<file path="src/rtl/mcfl_pkg.sv">
// Shared types and constants of the CFL maximum tracker.
// Used by every module of the block; depends on nothing.
`default_nettype none

package mcfl_pkg;

   // Request and response bus layout.
   localparam int ReqDataW = 120;
   localparam int ReqUserW = 4;
   localparam int RspDataW = 48;

   // Field widths.
   localparam int CompW    = 32;
   localparam int OrderW   = 6;
   localparam int IdFieldW = 16;
   localparam int CflW     = 32;
   localparam int ProdW    = 64;
   localparam int PeakW    = 64;
   localparam int RootW    = 32;
   localparam int KW       = 12;
   localparam int ScaledW  = 44;

   // Iteration counts of the serial units.
   localparam int SqrtSteps = 32;
   localparam int DivSteps  = 3;
   localparam int StepW     = 6;

   // Divide by five, one 16-bit quotient digit per step. A digit step divides a value
   // below 5 * 2^16 by multiplying with ceil(2^21 / 5) and dropping 21 bits.
   localparam int DigitW     = 16;
   localparam int DivW       = 48;
   localparam int DivTW      = DigitW + 3;
   localparam int DivProdW   = 2 * DivTW;
   localparam int RecipShift = 21;
   localparam logic [DivTW-1:0] RecipFive = 19'h66667;

   // Defaults of the top level parameters.
   localparam int IdBits     = 16;
   localparam int QueueDepth = 2;

   // Command codes.
   localparam logic CmdLoad   = 1'b0;
   localparam logic CmdSample = 1'b1;

   // Metric row codes.
   localparam logic [1:0] RowR = 2'd0;
   localparam logic [1:0] RowS = 2'd1;
   localparam logic [1:0] RowT = 2'd2;

   // Divisor of the final scaling (0.2 taken as 1/5).
   localparam logic [3:0] ScaleDiv = 4'd5;

   // One classified request as it travels from the front end to the engine.
   typedef struct packed {
      logic                    is_load;
      logic [1:0]              row;
      logic signed [CompW-1:0] comp_a;
      logic signed [CompW-1:0] comp_b;
      logic signed [CompW-1:0] comp_c;
      logic [OrderW-1:0]       order;
      logic                    eoe;
      logic                    eod;
   } cmd_type;

   // Engine to finishing unit.
   typedef struct packed {
      logic              start;
      logic [PeakW-1:0]  peak;
      logic [OrderW-1:0] order;
   } fin_req_type;

   // Finishing unit to engine.
   typedef struct packed {
      logic            done;
      logic [CflW-1:0] est;
   } fin_rsp_type;

endpackage

`default_nettype wire

</file>
<file path="src/rtl/mcfl_front.sv">
// Front end of the CFL maximum tracker: takes requests, decodes and classifies them.
// Depends on mcfl_pkg; feeds mcfl_queue.
`default_nettype none

module mcfl_front import mcfl_pkg::*; #(
   parameter int ID_W = IdBits
) (
   input  wire logic                clock,
   input  wire logic                reset,
   input  wire logic                req_tvalid,
   output logic                     req_tready,
   input  wire logic [ReqDataW-1:0] req_tdata,
   input  wire logic [ReqUserW-1:0] req_tuser,
   input  wire logic                req_tlast,
   output logic                     q_push,
   output cmd_type                  q_cmd,
   output logic [ID_W-1:0]          q_id,
   input  wire logic                q_ready
);

   logic            valid_ff, valid_in;
   cmd_type         cmd_ff, cmd_in;
   logic [ID_W-1:0] id_ff, id_in;
   logic            accept;
   logic            keep;
   logic [1:0]      row;
   logic            command;
   logic [IdFieldW-1:0] element_id;

   assign command    = req_tuser[0];
   assign row        = req_tuser[2:1];
   assign element_id = req_tdata[117:102];

   assign req_tready = !valid_ff || q_ready;
   assign accept     = req_tvalid && req_tready;
   assign q_push     = valid_ff && q_ready;
   assign q_cmd      = cmd_ff;
   assign q_id       = id_ff;

   // A load of a row that does not exist changes nothing and is dropped here.
   assign keep = (command == CmdSample) || (row inside {RowR, RowS, RowT});

   always_comb begin
      valid_in = valid_ff;
      cmd_in   = cmd_ff;
      id_in    = id_ff;
      if (q_push) begin
         valid_in = 1'b0;
      end
      if (accept && keep) begin
         valid_in       = 1'b1;
         cmd_in.is_load = (command == CmdLoad);
         cmd_in.row     = row;
         cmd_in.comp_a  = req_tdata[31:0];
         cmd_in.comp_b  = req_tdata[63:32];
         cmd_in.comp_c  = req_tdata[95:64];
         cmd_in.order   = req_tdata[101:96];
         cmd_in.eod     = req_tuser[3];
         // The end of the domain also closes the element.
         cmd_in.eoe     = req_tlast || req_tuser[3];
         id_in          = element_id[ID_W-1:0];
      end
   end

   always_ff @(posedge clock) begin
      if (reset) begin
         valid_ff <= 1'b0;
      end else begin
         valid_ff <= valid_in;
      end
      cmd_ff <= cmd_in;
      id_ff  <= id_in;
   end

endmodule

`default_nettype wire

</file>
<file path="config.mk">
export PLATFORM = sky130hd
export DESIGN_NAME = mcfl_front
export DESIGN_NICKNAME = d
export VERILOG_FILES = /design/src/rtl/mcfl_pkg.sv /design/src/rtl/mcfl_front.sv
export SDC_FILE = /design/constraint.sdc
export NUM_CORES = 1
export LEC_CHECK = 0
export ABC_AREA = 1
export BUFFER_PORTS_ARGS = -buffer_cell sky130_fd_sc_hd__buf_2
export CAP_MARGIN = 20
export CELL_PAD_IN_SITES_DETAIL_PLACEMENT = 1
export CELL_PAD_IN_SITES_GLOBAL_PLACEMENT = 2
export CORE_MARGIN = 10
export CORE_UTILIZATION = 27
export DETAILED_ROUTE_END_ITERATION = 16
export PLACE_DENSITY = 0.83
export SETUP_SLACK_MARGIN = 0.02
export SYNTH_ARGS = -nofsm -noshare
export SYNTH_HDL_FRONTEND = slang
export SYNTH_SLANG_ARGS = --single-unit
</file>
<file path="constraint.sdc">
create_clock -name clock -period 4.4 [get_ports clock]
set_input_delay 0.44 -clock clock [delete_from_list [all_inputs] [get_ports clock]]
set_output_delay 0.44 -clock clock [all_outputs]
set_load 0.03 [all_outputs]
</file>
==> results.toml <==
[global_routing]
grt_util_all_layers_pct = 12.3
grt_first_pass_wirelength_um = 17700
overflow = 0
grt_pass1_vias = 2767
antenna_found_initial = 1
grt_max_degree = 75

[clocking]
htreeDepth = 4
clkTransAtPathRegs_ns = 0.05
cts_tree = "yes"
clkLatencyLatePin_ns = 0.40
clockBufferDepth = 2
post-cts-setup-buffer-count = 0
clk_root_buffer_cell = "clkbuf_16"
cts.sinks = 124
cts_made_buffers = 17
cts-resized-gates = 0
hold_buffers = 0

[final_layout]
drive_gt1_share_pct = 67.9
seq_area_mm2 = 0.00371
diodes = 0
area_growth_pct = 55.4
final_util_pct = 42.5
fillers = 1442
nets = 535
multi_input_area_um2 = 41.3

[drt]
drc = 0
vias = 2395
via_per_inst = 4.01
drtIter0Drc = 128
routed_wl_um = 11800
wl_per_cell_um = 19.7
drtPass1Iterations = 3
postRouteAntennaNets = 0

[yosys]
ys_seq_area_share_pct = 98.6
ys_types = 11
synth_edf_count = 123
synth_common_cells = "123 x edfxtp_1, 3 x inv_1"
ys_seq_elements = 124
synth_top_area_cell = "edfxtp_1"
ys.flop_type = "edfxtp_1"
netlist_area_mm2 = 0.00376
synth_fp_nets = 264
synthCells = 135
avgSynthCellArea_um2 = 27.9
yosysMostFrequentCell = "edfxtp_1"
synthArstFlopShare_pct = 0
synth_area_leaders = "edfxtp_1 98%, dfxtp_1 0.53%, inv_1 0.30%"
synth-warning-count = 0
synth_top_area_share_pct = 98.1

[worst_setup_path]
required_ns = 4.45
crit_path_top_delay_cell = "and3_4"
crit_type = "flip-flop to flip-flop"
cp_top_family = "simple AND/OR/NAND/NOR gates"
crit_cells = 5
path_cells = "inv_1 -> nor2_2 -> inv_2 -> and3_4 -> buf_12"
arrival_ns = 1.98
critPathLaunchType = "flip-flop"
reg2reg_depth = 5
cp-end-kind = "flip-flop"
slowest_delay_ns = 0.61
path_buf_inv = 3
worstPathMaxFanout = 74

[run_status]
status = "complete, no violations"

[worst_hold_path]
worst_hold_path_type = "input pin to flip-flop"
min_path_cells = 2

[sta]
post-route-min-period_ns = 1.93
max_freq_ghz = 0.518
slew_violations = 0
finClkSkew_ns = 0.00755
setup_viol = 0
worst_pin_slew_ns = 0.687
fin_tns_setup_ns = 0
min_period_over_period_pct = 43.9
rsz0062_at_grt = "false"
hold_violations = 0
max-slew-margin-rel_pct = 54.2

[pwr]
ir_drop_uv = 195
p_per_area_mw_per_mm2 = 526
p_leak_nw = 2.50

[floorplan]
pin_count = 254
core_mm2 = 0.0138
fp.dieH_um = 138
row_count = 43
start_util_pct = 27.3
die_x_um = 138
die_area_mm2 = 0.0191

[place]
port_buffers = 251
gp_congestion = 0.770
hpwl_um = 9360

[job]
max_cap_violations = 0
==> worst paths after layout <==
kind                                from         to  slack, ns
worst max-delay path            valid_ff  q_cmd[73]       2.47
worst min-delay path               reset   valid_ff       0.19
worst max register to register  valid_ff  q_cmd[73]       2.47
worst min register to register  valid_ff   valid_ff       0.61
==> sequential cells by signal, indices dropped and copies added (netlist names) <==
name,cells
q_id,16
valid_ff,1
q_cmd,107
==> where the power goes <==
part           internal (mW)  switching (mW)  total (mW)
clock network          0.877           0.481        1.36
logic                 0.0883           0.223       0.311
registers               1.39          0.0170        1.41
total                   2.35           0.721        3.08
==> cell usage in the layout (no fill, tap or decap), drive strengths merged, types with 2 or more instances in the layout <==
master      n
edfxtp    123
clkinvlp    2
nor2        2
clkbuf     17
clkinv      9
bufinv      3
buf       252
inv         4
==> routing by layer <==
metal	wire (µm)	GRT usage [%]	part of all wire (%)
met1	4070	11.7	35
met2	6460	22.1	55
met3	1070	6.78	9.1
met4	144	3.88	1.2
met5	20	0	0.17
==> metrics by stage <==
stage	instances	setup slack, ns	instance area (µm²)	hold WS (ns)	total power, mW
floorplan	135	0.384	3760	0.512	1.61
global placement	567	2.30	5270	0.592	1.74
detailed placement	567	2.22	5270	0.604	1.75
CTS	598	2.45	5850	0.167	3.13
global route	598	2.30	5850	0.179	3.20
finish	598	2.47	5850	0.188	3.08
==> final cells by class <==
type	count	area share, %
repair buffers	252	21.8
clock inverters	14	2.63
inverters	4	0.257
multi-input cells	7	0.706
clock buffers	17	7.27
well taps	180	3.85
flip-flops and latches	124	63.5
==> kinds of logic (layout without fill, tap and decap cells) <==
logic type	Yosys count	after routing	share of synthesized area, %
and+or+nand+nor	6	6	0.831
DFF	124	124	98.6
AOI/OAI and AO/OA	1	1	0.133
buffers and inverters	4	287	0.399
Note: power is estimated with default switching activity, not from simulation.
