<file path="config.mk">
export PLATFORM = sky130hd
export DESIGN_NAME = mcfl_queue
export DESIGN_NICKNAME = d
export VERILOG_FILES = /design/src/rtl/mcfl_pkg.sv /design/src/rtl/mcfl_queue.sv
export SDC_FILE = /design/constraint.sdc
export NUM_CORES = 1
export LEC_CHECK = 0
export BUFFER_PORTS_ARGS = -buffer_cell sky130_fd_sc_hd__buf_2
export CELL_PAD_IN_SITES_DETAIL_PLACEMENT = 0
export CELL_PAD_IN_SITES_GLOBAL_PLACEMENT = 1
export CORE_ASPECT_RATIO = 0.7
export CORE_MARGIN = 8
export CORE_UTILIZATION = 43
export DETAILED_ROUTE_END_ITERATION = 8
export PLACE_DENSITY = 0.8
export SLEW_MARGIN = 0
export SYNTH_ARGS = -nofsm -noshare
export SYNTH_HDL_FRONTEND = slang
export SYNTH_SLANG_ARGS = --single-unit
</file>
<file path="constraint.sdc">
create_clock -name clock -period 3.2 [get_ports clock]
set_input_delay 0.16 -clock clock [delete_from_list [all_inputs] [get_ports clock]]
set_output_delay 0.16 -clock clock [all_outputs]
set_load 0.02 [all_outputs]
</file>
<file path="src/rtl/mcfl_pkg.sv">
// Shared types and constants of the CFL maximum tracker.
// Used by every module of the block; depends on nothing.
`default_nettype none

package mcfl_pkg;

   // Request and response bus layout.
   localparam int ReqDataW = 120;
   localparam int ReqUserW = 4;
   localparam int RspDataW = 48;

   // Field widths.
   localparam int CompW    = 32;
   localparam int OrderW   = 6;
   localparam int IdFieldW = 16;
   localparam int CflW     = 32;
   localparam int ProdW    = 64;
   localparam int PeakW    = 64;
   localparam int RootW    = 32;
   localparam int KW       = 12;
   localparam int ScaledW  = 44;

   // Iteration counts of the serial units.
   localparam int SqrtSteps = 32;
   localparam int DivSteps  = 3;
   localparam int StepW     = 6;

   // Divide by five, one 16-bit quotient digit per step. A digit step divides a value
   // below 5 * 2^16 by multiplying with ceil(2^21 / 5) and dropping 21 bits.
   localparam int DigitW     = 16;
   localparam int DivW       = 48;
   localparam int DivTW      = DigitW + 3;
   localparam int DivProdW   = 2 * DivTW;
   localparam int RecipShift = 21;
   localparam logic [DivTW-1:0] RecipFive = 19'h66667;

   // Defaults of the top level parameters.
   localparam int IdBits     = 16;
   localparam int QueueDepth = 2;

   // Command codes.
   localparam logic CmdLoad   = 1'b0;
   localparam logic CmdSample = 1'b1;

   // Metric row codes.
   localparam logic [1:0] RowR = 2'd0;
   localparam logic [1:0] RowS = 2'd1;
   localparam logic [1:0] RowT = 2'd2;

   // Divisor of the final scaling (0.2 taken as 1/5).
   localparam logic [3:0] ScaleDiv = 4'd5;

   // One classified request as it travels from the front end to the engine.
   typedef struct packed {
      logic                    is_load;
      logic [1:0]              row;
      logic signed [CompW-1:0] comp_a;
      logic signed [CompW-1:0] comp_b;
      logic signed [CompW-1:0] comp_c;
      logic [OrderW-1:0]       order;
      logic                    eoe;
      logic                    eod;
   } cmd_type;

   // Engine to finishing unit.
   typedef struct packed {
      logic              start;
      logic [PeakW-1:0]  peak;
      logic [OrderW-1:0] order;
   } fin_req_type;

   // Finishing unit to engine.
   typedef struct packed {
      logic            done;
      logic [CflW-1:0] est;
   } fin_rsp_type;

endpackage

`default_nettype wire

</file>
<file path="src/rtl/mcfl_queue.sv">
// Short first-in first-out queue between the front end and the engine.
// Depends on mcfl_pkg for its default depth.
`default_nettype none

module mcfl_queue import mcfl_pkg::*; #(
   parameter int WIDTH = 8,
   parameter int DEPTH = QueueDepth
) (
   input  wire logic             clock,
   input  wire logic             reset,
   input  wire logic             push,
   input  wire logic [WIDTH-1:0] push_data,
   output logic                  ready,
   input  wire logic             pop,
   output logic [WIDTH-1:0]      pop_data,
   output logic                  valid
);

   localparam int PtrW = (DEPTH > 1) ? $clog2(DEPTH) : 1;
   localparam int CntW = $clog2(DEPTH + 1);

   logic [WIDTH-1:0] mem_ff [DEPTH];
   logic [PtrW-1:0]  wr_ptr_ff, wr_ptr_in;
   logic [PtrW-1:0]  rd_ptr_ff, rd_ptr_in;
   logic [CntW-1:0]  count_ff, count_in;
   logic             do_push, do_pop;

   assign ready    = (count_ff != CntW'(DEPTH));
   assign valid    = (count_ff != '0);
   assign do_push  = push && ready;
   assign do_pop   = pop && valid;
   assign pop_data = mem_ff[rd_ptr_ff];

   always_comb begin
      wr_ptr_in = wr_ptr_ff;
      rd_ptr_in = rd_ptr_ff;
      count_in  = count_ff;
      if (do_push) begin
         wr_ptr_in = (wr_ptr_ff == PtrW'(DEPTH - 1)) ? '0 : wr_ptr_ff + 1'b1;
      end
      if (do_pop) begin
         rd_ptr_in = (rd_ptr_ff == PtrW'(DEPTH - 1)) ? '0 : rd_ptr_ff + 1'b1;
      end
      if (do_push && !do_pop) begin
         count_in = count_ff + 1'b1;
      end else if (do_pop && !do_push) begin
         count_in = count_ff - 1'b1;
      end
   end

   always_ff @(posedge clock) begin
      if (reset) begin
         wr_ptr_ff <= '0;
         rd_ptr_ff <= '0;
         count_ff  <= '0;
      end else begin
         wr_ptr_ff <= wr_ptr_in;
         rd_ptr_ff <= rd_ptr_in;
         count_ff  <= count_in;
      end
      if (do_push) begin
         mem_ff[wr_ptr_ff] <= push_data;
      end
   end

endmodule

`default_nettype wire

</file>
==> impl_metrics.ini, run 1 <==
[grt]
overflow = 0
global_route.usage.met2 = 0.129
grt_antenna_before_repair = 0
grt_pass1_wl_mm = 2.11
grt_pass1_vias = 478
grtUsageTotal = 0.0826
grt_max_degree = 12
top_usage_layer = met2
met3_usage = 0.0449
grtUsageMet1 = 0.0934

[clock_network]
clkTransAtPathRegs_ns = 0.10
clockBufferDepth = 2
clkSinkCount = 21
cts_buffers = 3
clock_latency_ns = 0.29
postCtsSetupRepairBufs = 0
h-tree-depth = 1
cts_hold_buffers = 0
cts_tree = done
cts-root-buf = clkbuf_4
ctsResizeCount = 0

[route]
vias = 436
drtPass1Iterations = 3
drc_errors = 0
ant_nets = 0
wl_per_cell_um = 13.8
totalWireLength_mm = 1.31
viasPerCell = 4.59
initialDrtViolationCount = 2

[critical_path]
r2r_cells = 5
r2r-start = count_ff[0]$_SDFFE_PP0P_
cp.required_ns = 3.43
slowest_delay_ns = 0.37
end_kind = flop
critPathLaunch = count_ff[0]$_SDFFE_PP0P_
rrSetupSlack_ns = 1.62
path_cells = nand2b_4 > and2_1 > ha_1 > or3_1 > a21oi_1
criticalPathCategory = flop to flop
r2r_end = count_ff[1]$_SDFFE_PP0P_
cp.arrival_ns = 1.81
cp-start-kind = flop
worstSetupEndpoint = count_ff[1]$_SDFFE_PP0P_
cp_slowest_cell = dfxtp_1
worst-path-max-fanout = 5

[place]
io_buffers = 21
gp_congestion = 0.769
hpwl_mm = 1.03
placedCellCount = 91

[sta]
skew_ns = 0.00596
tightest_slew_ns = 0.392
fin_tns_setup_ns = 0
relSlewSlack = 0.739
whs_ns = 0.0485
finalMaxSlewViolations = 0
hold_violations = 0
setup_viol = 0
rsz0062_at_grt = false
period_needed_ns = 1.58
max_freq_mhz = 634
finalCritPeriodShare = 0.493

[layout]
syn2layout_area_growth_pct = 19.1
drive_above_1_share = 0.479
finalNonFillerCells = 95
n_antenna_cell = 0
fill_cells = 152
final_cell_mix = buf_2 (21), edfxtp_1 (16), mux2_2 (8), dfxtp_1 (5)
final_common_cell = buf_2
fin_nets = 87

[logic_synthesis]
synth_top_area_cell = edfxtp_1
syn-num-nets = 62
synth_cell_types = 17
avgSynthCellArea_sq_um = 16.4
synth_seq_cells = 21
ys.warnings.count = 0
syn_area_sq_um = 806
synth_top_area_share = 0.596
ys_seq_area_frac = 0.720
syn_inst = 49
synthTopCellsByArea = edfxtp_1 (60%), dfxtp_1 (12%), mux2_2 (11%), xor2_1 (3.3%), nand2b_4 (1.7%)

[floorplan]
die_w_um = 67.7
rows = 13
die-area_sq_um = 3540
core_area_sq_um = 1810
chipHeight_um = 52.2
start_util = 0.446
io_pins = 22

[pwr]
ir_worst_vdd_mv = 0.497
power.density_nw_per_um2 = 781
leakage_nw = 0.382

[outcome]
outcome = finished clean

[job]
drv_cap = 0

[worst_hold_path]
hold_depth = 1
min_path_type = input pin to flop
logic make-up after synthesis:
family / after synthesis / synth area share
simple gates: 9 / 0.0714
flops: 21 / 0.721
compound gates: 5 / 0.0373
fa+ha+maj: 1 / 0.0155
buf+inv: 2 / 0.0109
xor+xnor: 3 / 0.0326
mux: 8 / 0.112
sequential cells by signal (all words and copies together) (netlist names), named ones only:
name,cells
rd_ptr_ff,1
count_ff,2
wr_ptr_ff,1
mem_ff,16
worst min-delay path by stage:
stage / startpoint / to
3_5_place_dp: push_data[6] / mem_ff[1][6]$_DFFE_PP_
5_1_grt: push_data[1] / mem_ff[1][1]$_DFFE_PP_
4_1_cts: push_data[1] / mem_ff[1][1]$_DFFE_PP_
2_1_floorplan: reset / count_ff[1]$_SDFFE_PP0P_
3_3_place_gp: push_data[4] / mem_ff[0][4]$_DFFE_PP_
6_report: push_data[1] / mem_ff[1][1]$_DFFE_PP_
power by group:
| group | total [mW] | internal [mW] | switching (mW) |
|---|---|---|---|
| combinational | 0.250 | 0.114 | 0.135 |
| clock | 0.118 | 0.0485 | 0.0690 |
| sequential | 0.382 | 0.346 | 0.0364 |
synthesized netlist by cell type:
library cell	count
edfxtp_1	16
mux2_2	8
dfxtp_1	5
nor2_1	3
xor2_1	3
a21oi_1	2
o21ai_0	2
a21bo_2	1
and2_1	1
and3_1	1
buf_2	1
ha_1	1
inv_1	1
nand2b_4	1
nand3b_1	1
or2_2	1
or3_1	1
critical path, delay by kind of cell (launching register included):
family                     cells  cell delay [ns]
adders and majority gates      1             0.30
AOI/OAI and AO/OA              1             0.14
DFF                            1             0.37
and+or+nand+nor                3             0.70
metal layers:
| metal | wire, um | up-vias |
|---|---|---|
| met4 | 11 | 0 |
| li1 | - | 228 |
| met2 | 586 | 14 |
| met1 | 605 | 192 |
| met3 | 107 | 2 |
| met5 | 0 | - |
stage by stage:
stage          utilization  setup WS (ns)  area [sq um]  total power [mW]
4_1_cts              0.532           1.62           960             0.762
6_report             0.532           1.62           960             0.749
3_3_place_gp         0.517           1.69           933             0.638
3_5_place_dp         0.517           1.64           933             0.643
2_1_floorplan            -           1.68           806             0.571
5_1_grt              0.532           1.52           960             0.801
layout make-up:
cell class | count | area [sq um] | area share
clock buffers | 4 | 26.3 | 0.0274
inverters | 1 | 3.75 | 0.00391
multi-input cells | 26 | 216 | 0.226
flip-flops and latches | 21 | 581 | 0.605
well taps | 22 | 27.5 | 0.0287
repair buffers | 21 | 105 | 0.110
Note: power is estimated with default switching activity, not from simulation.
==> inputs of run 2 (changes only) <==
Settings changed: CORE_UTILIZATION 43 to 40, PLACE_DENSITY 0.8 to 0.75.
Clock period 3.2 ns to 1.5 ns, I/O delays scaled along.
==> run 2 against run 1 <==
  * Power increased by 130%
  * Register-to-register slack got worse by 1.6 ns
  * First-iteration DRC count grew to 6.5 times the previous value
  * Clock-buffer cell count did not move
  * Clock skew fell by 0.0051 ns
  * Clock power increased by 110%
  * Design area grew 14%
  * Wire length increased by 11%
  * Global-route usage grew 0.051 points
  * Largest power group unchanged
==> impl_metrics.ini, run 2 (synthesis gave the netlist of run 1 again) <==
[outcome]
outcome = finished clean

[clock_network]
clkSinkCount = 21
clkTransAtPathRegs_ns = 0.10
clock_latency_ns = 0.29
h-tree-depth = 1
cts_buffers = 3
clockBufferDepth = 2
postCtsSetupRepairBufs = 0
cts-root-buf = clkbuf_4
cts_tree = done

[pwr]
leakage_nw = 0.441
fin_total_pwr_mw = 1.70
power.density_nw_per_um2 = 1540
ir_worst_vdd_mv = 0.866

[route]
vias = 508
drc_errors = 0
totalWireLength_mm = 1.46
drtPass1Iterations = 2
ant_nets = 0
viasPerCell = 4.70
initialDrtViolationCount = 13
wl_per_cell_um = 13.5

[critical_path]
criticalPathCategory = flop to flop
cp.arrival_ns = 1.69
r2r_end = count_ff[1]$_SDFFE_PP0P_
r2r_cells = 6
r2r-start = count_ff[0]$_SDFFE_PP0P_
end_kind = flop
rrSetupSlack_ns = 0.04
cp-start-kind = flop
cp.required_ns = 1.73
worst-path-max-fanout = 5

[place]
gp_congestion = 0.644
placed_area_sq_um = 976
hpwl_mm = 1.10
io_buffers = 21
dpl_worst_slack_ns = -0.00521

[floorplan]
rows = 13
chipHeight_um = 53.6
io_pins = 22
die-area_sq_um = 3730
start_util = 0.427
die_w_um = 69.6
core_area_sq_um = 1890

[layout]
syn2layout_area_growth_pct = 36.3
final_cell_mix = buf_2 (21), edfxtp_1 (16), dlygate4sd3_1 (9), mux2_2 (8), buf_4 (4)
largest_reg_flops = 16
fin_nets = 100
final_common_cell = buf_2
fill_cells = 168
drive_above_1_share = 0.500
largestRegisters = mem_ff x16, count_ff x2
n_antenna_cell = 0
fin_area_sq_um = 1100
regMostFlops = mem_ff

[sta]
rsz0062_at_grt = true
tightest_slew_ns = 0.337
fin_tns_setup_ns = 0
hold_violations = 0
max_freq_mhz = 685
finalCritPeriodShare = 0.973
skew_ns = 0.000815
setup_viol = 0
relSlewSlack = 0.775
finalMaxSlewViolations = 0
setup_ws_ns = 0.0403
period_needed_ns = 1.46

[worst_hold_path]
hp-start = push
hold_depth = 3
whs_endpoint = wr_ptr_ff$_SDFFE_PP0N_
min_path_type = input pin to flop

[grt]
grt_antenna_before_repair = 0
grt_max_degree = 12
grt_pass1_wl_mm = 2.38
grtUsageTotal = 0.0831
overflow = 0
grt_pass1_vias = 534

[job]
drv_cap = 0
run 2: repair_timing:
item	CTS	global route
pin swaps	0	1
gates resized for setup	1	3
hold buffers	9	0
hold endpoints to repair	21	0
endpoints found under the setup margin	1	9
run 2: worst max path at each step:
stage                          endpoint  depth (start not counted)                      from
6_report       count_ff[1]$_SDFFE_PP0P_                          6  count_ff[0]$_SDFFE_PP0P_
5_1_grt        count_ff[1]$_SDFFE_PP0P_                          6  count_ff[0]$_SDFFE_PP0P_
4_1_cts                     pop_data[7]                          2                      flop
3_5_place_dp   count_ff[1]$_SDFFE_PP0P_                          5  count_ff[0]$_SDFFE_PP0P_
3_3_place_gp   count_ff[1]$_SDFFE_PP0P_                          5  count_ff[0]$_SDFFE_PP0P_
2_1_floorplan  count_ff[1]$_SDFFE_PP0P_                          5  count_ff[0]$_SDFFE_PP0P_
run 2: final cells by class:
type / count / area, sq um / area share
Clock buffer: 4 / 26.3 / 0.0239
Multi-Input combinational cell: 26 / 229 / 0.208
Tap cell: 22 / 27.5 / 0.0251
Inverter: 1 / 3.75 / 0.00342
Sequential cell: 21 / 587 / 0.534
Timing Repair Buffer: 34 / 225 / 0.205
run 2: power by group:
part / leakage, nW / switching, mW / total, mW / internal (mW)
combinational: 0.234 / 0.309 / 0.613 / 0.304
clock: 0.0150 / 0.148 / 0.252 / 0.103
sequential: 0.192 / 0.0813 / 0.832 / 0.750
run 2: stage by stage:
stage / utilization / hold slack [ns] / cells
floorplan: - / 0.144 / 49
global placement: 0.517 / 0.264 / 95
detailed placement: 0.517 / 0.270 / 95
CTS: 0.580 / 0.0810 / 108
global route: 0.582 / 0.0825 / 108
finish: 0.582 / 0.0925 / 108
run 2: critical path, stage by stage (launching register included):
cell	delay, ns
dfxtp_4	0.37
nand2b_4	0.14
and2_1	0.18
ha_4	0.16
xor2_1	0.14
or3_1	0.30
a21oi_1	0.12
run 2: per-layer routing:
metal	wire, um	GRT usage	share of wire
met1	583	0.0793	0.40
met2	755	0.151	0.52
met3	95	0.0440	0.065
met5	0	0	0
met4	20	0.0399	0.014
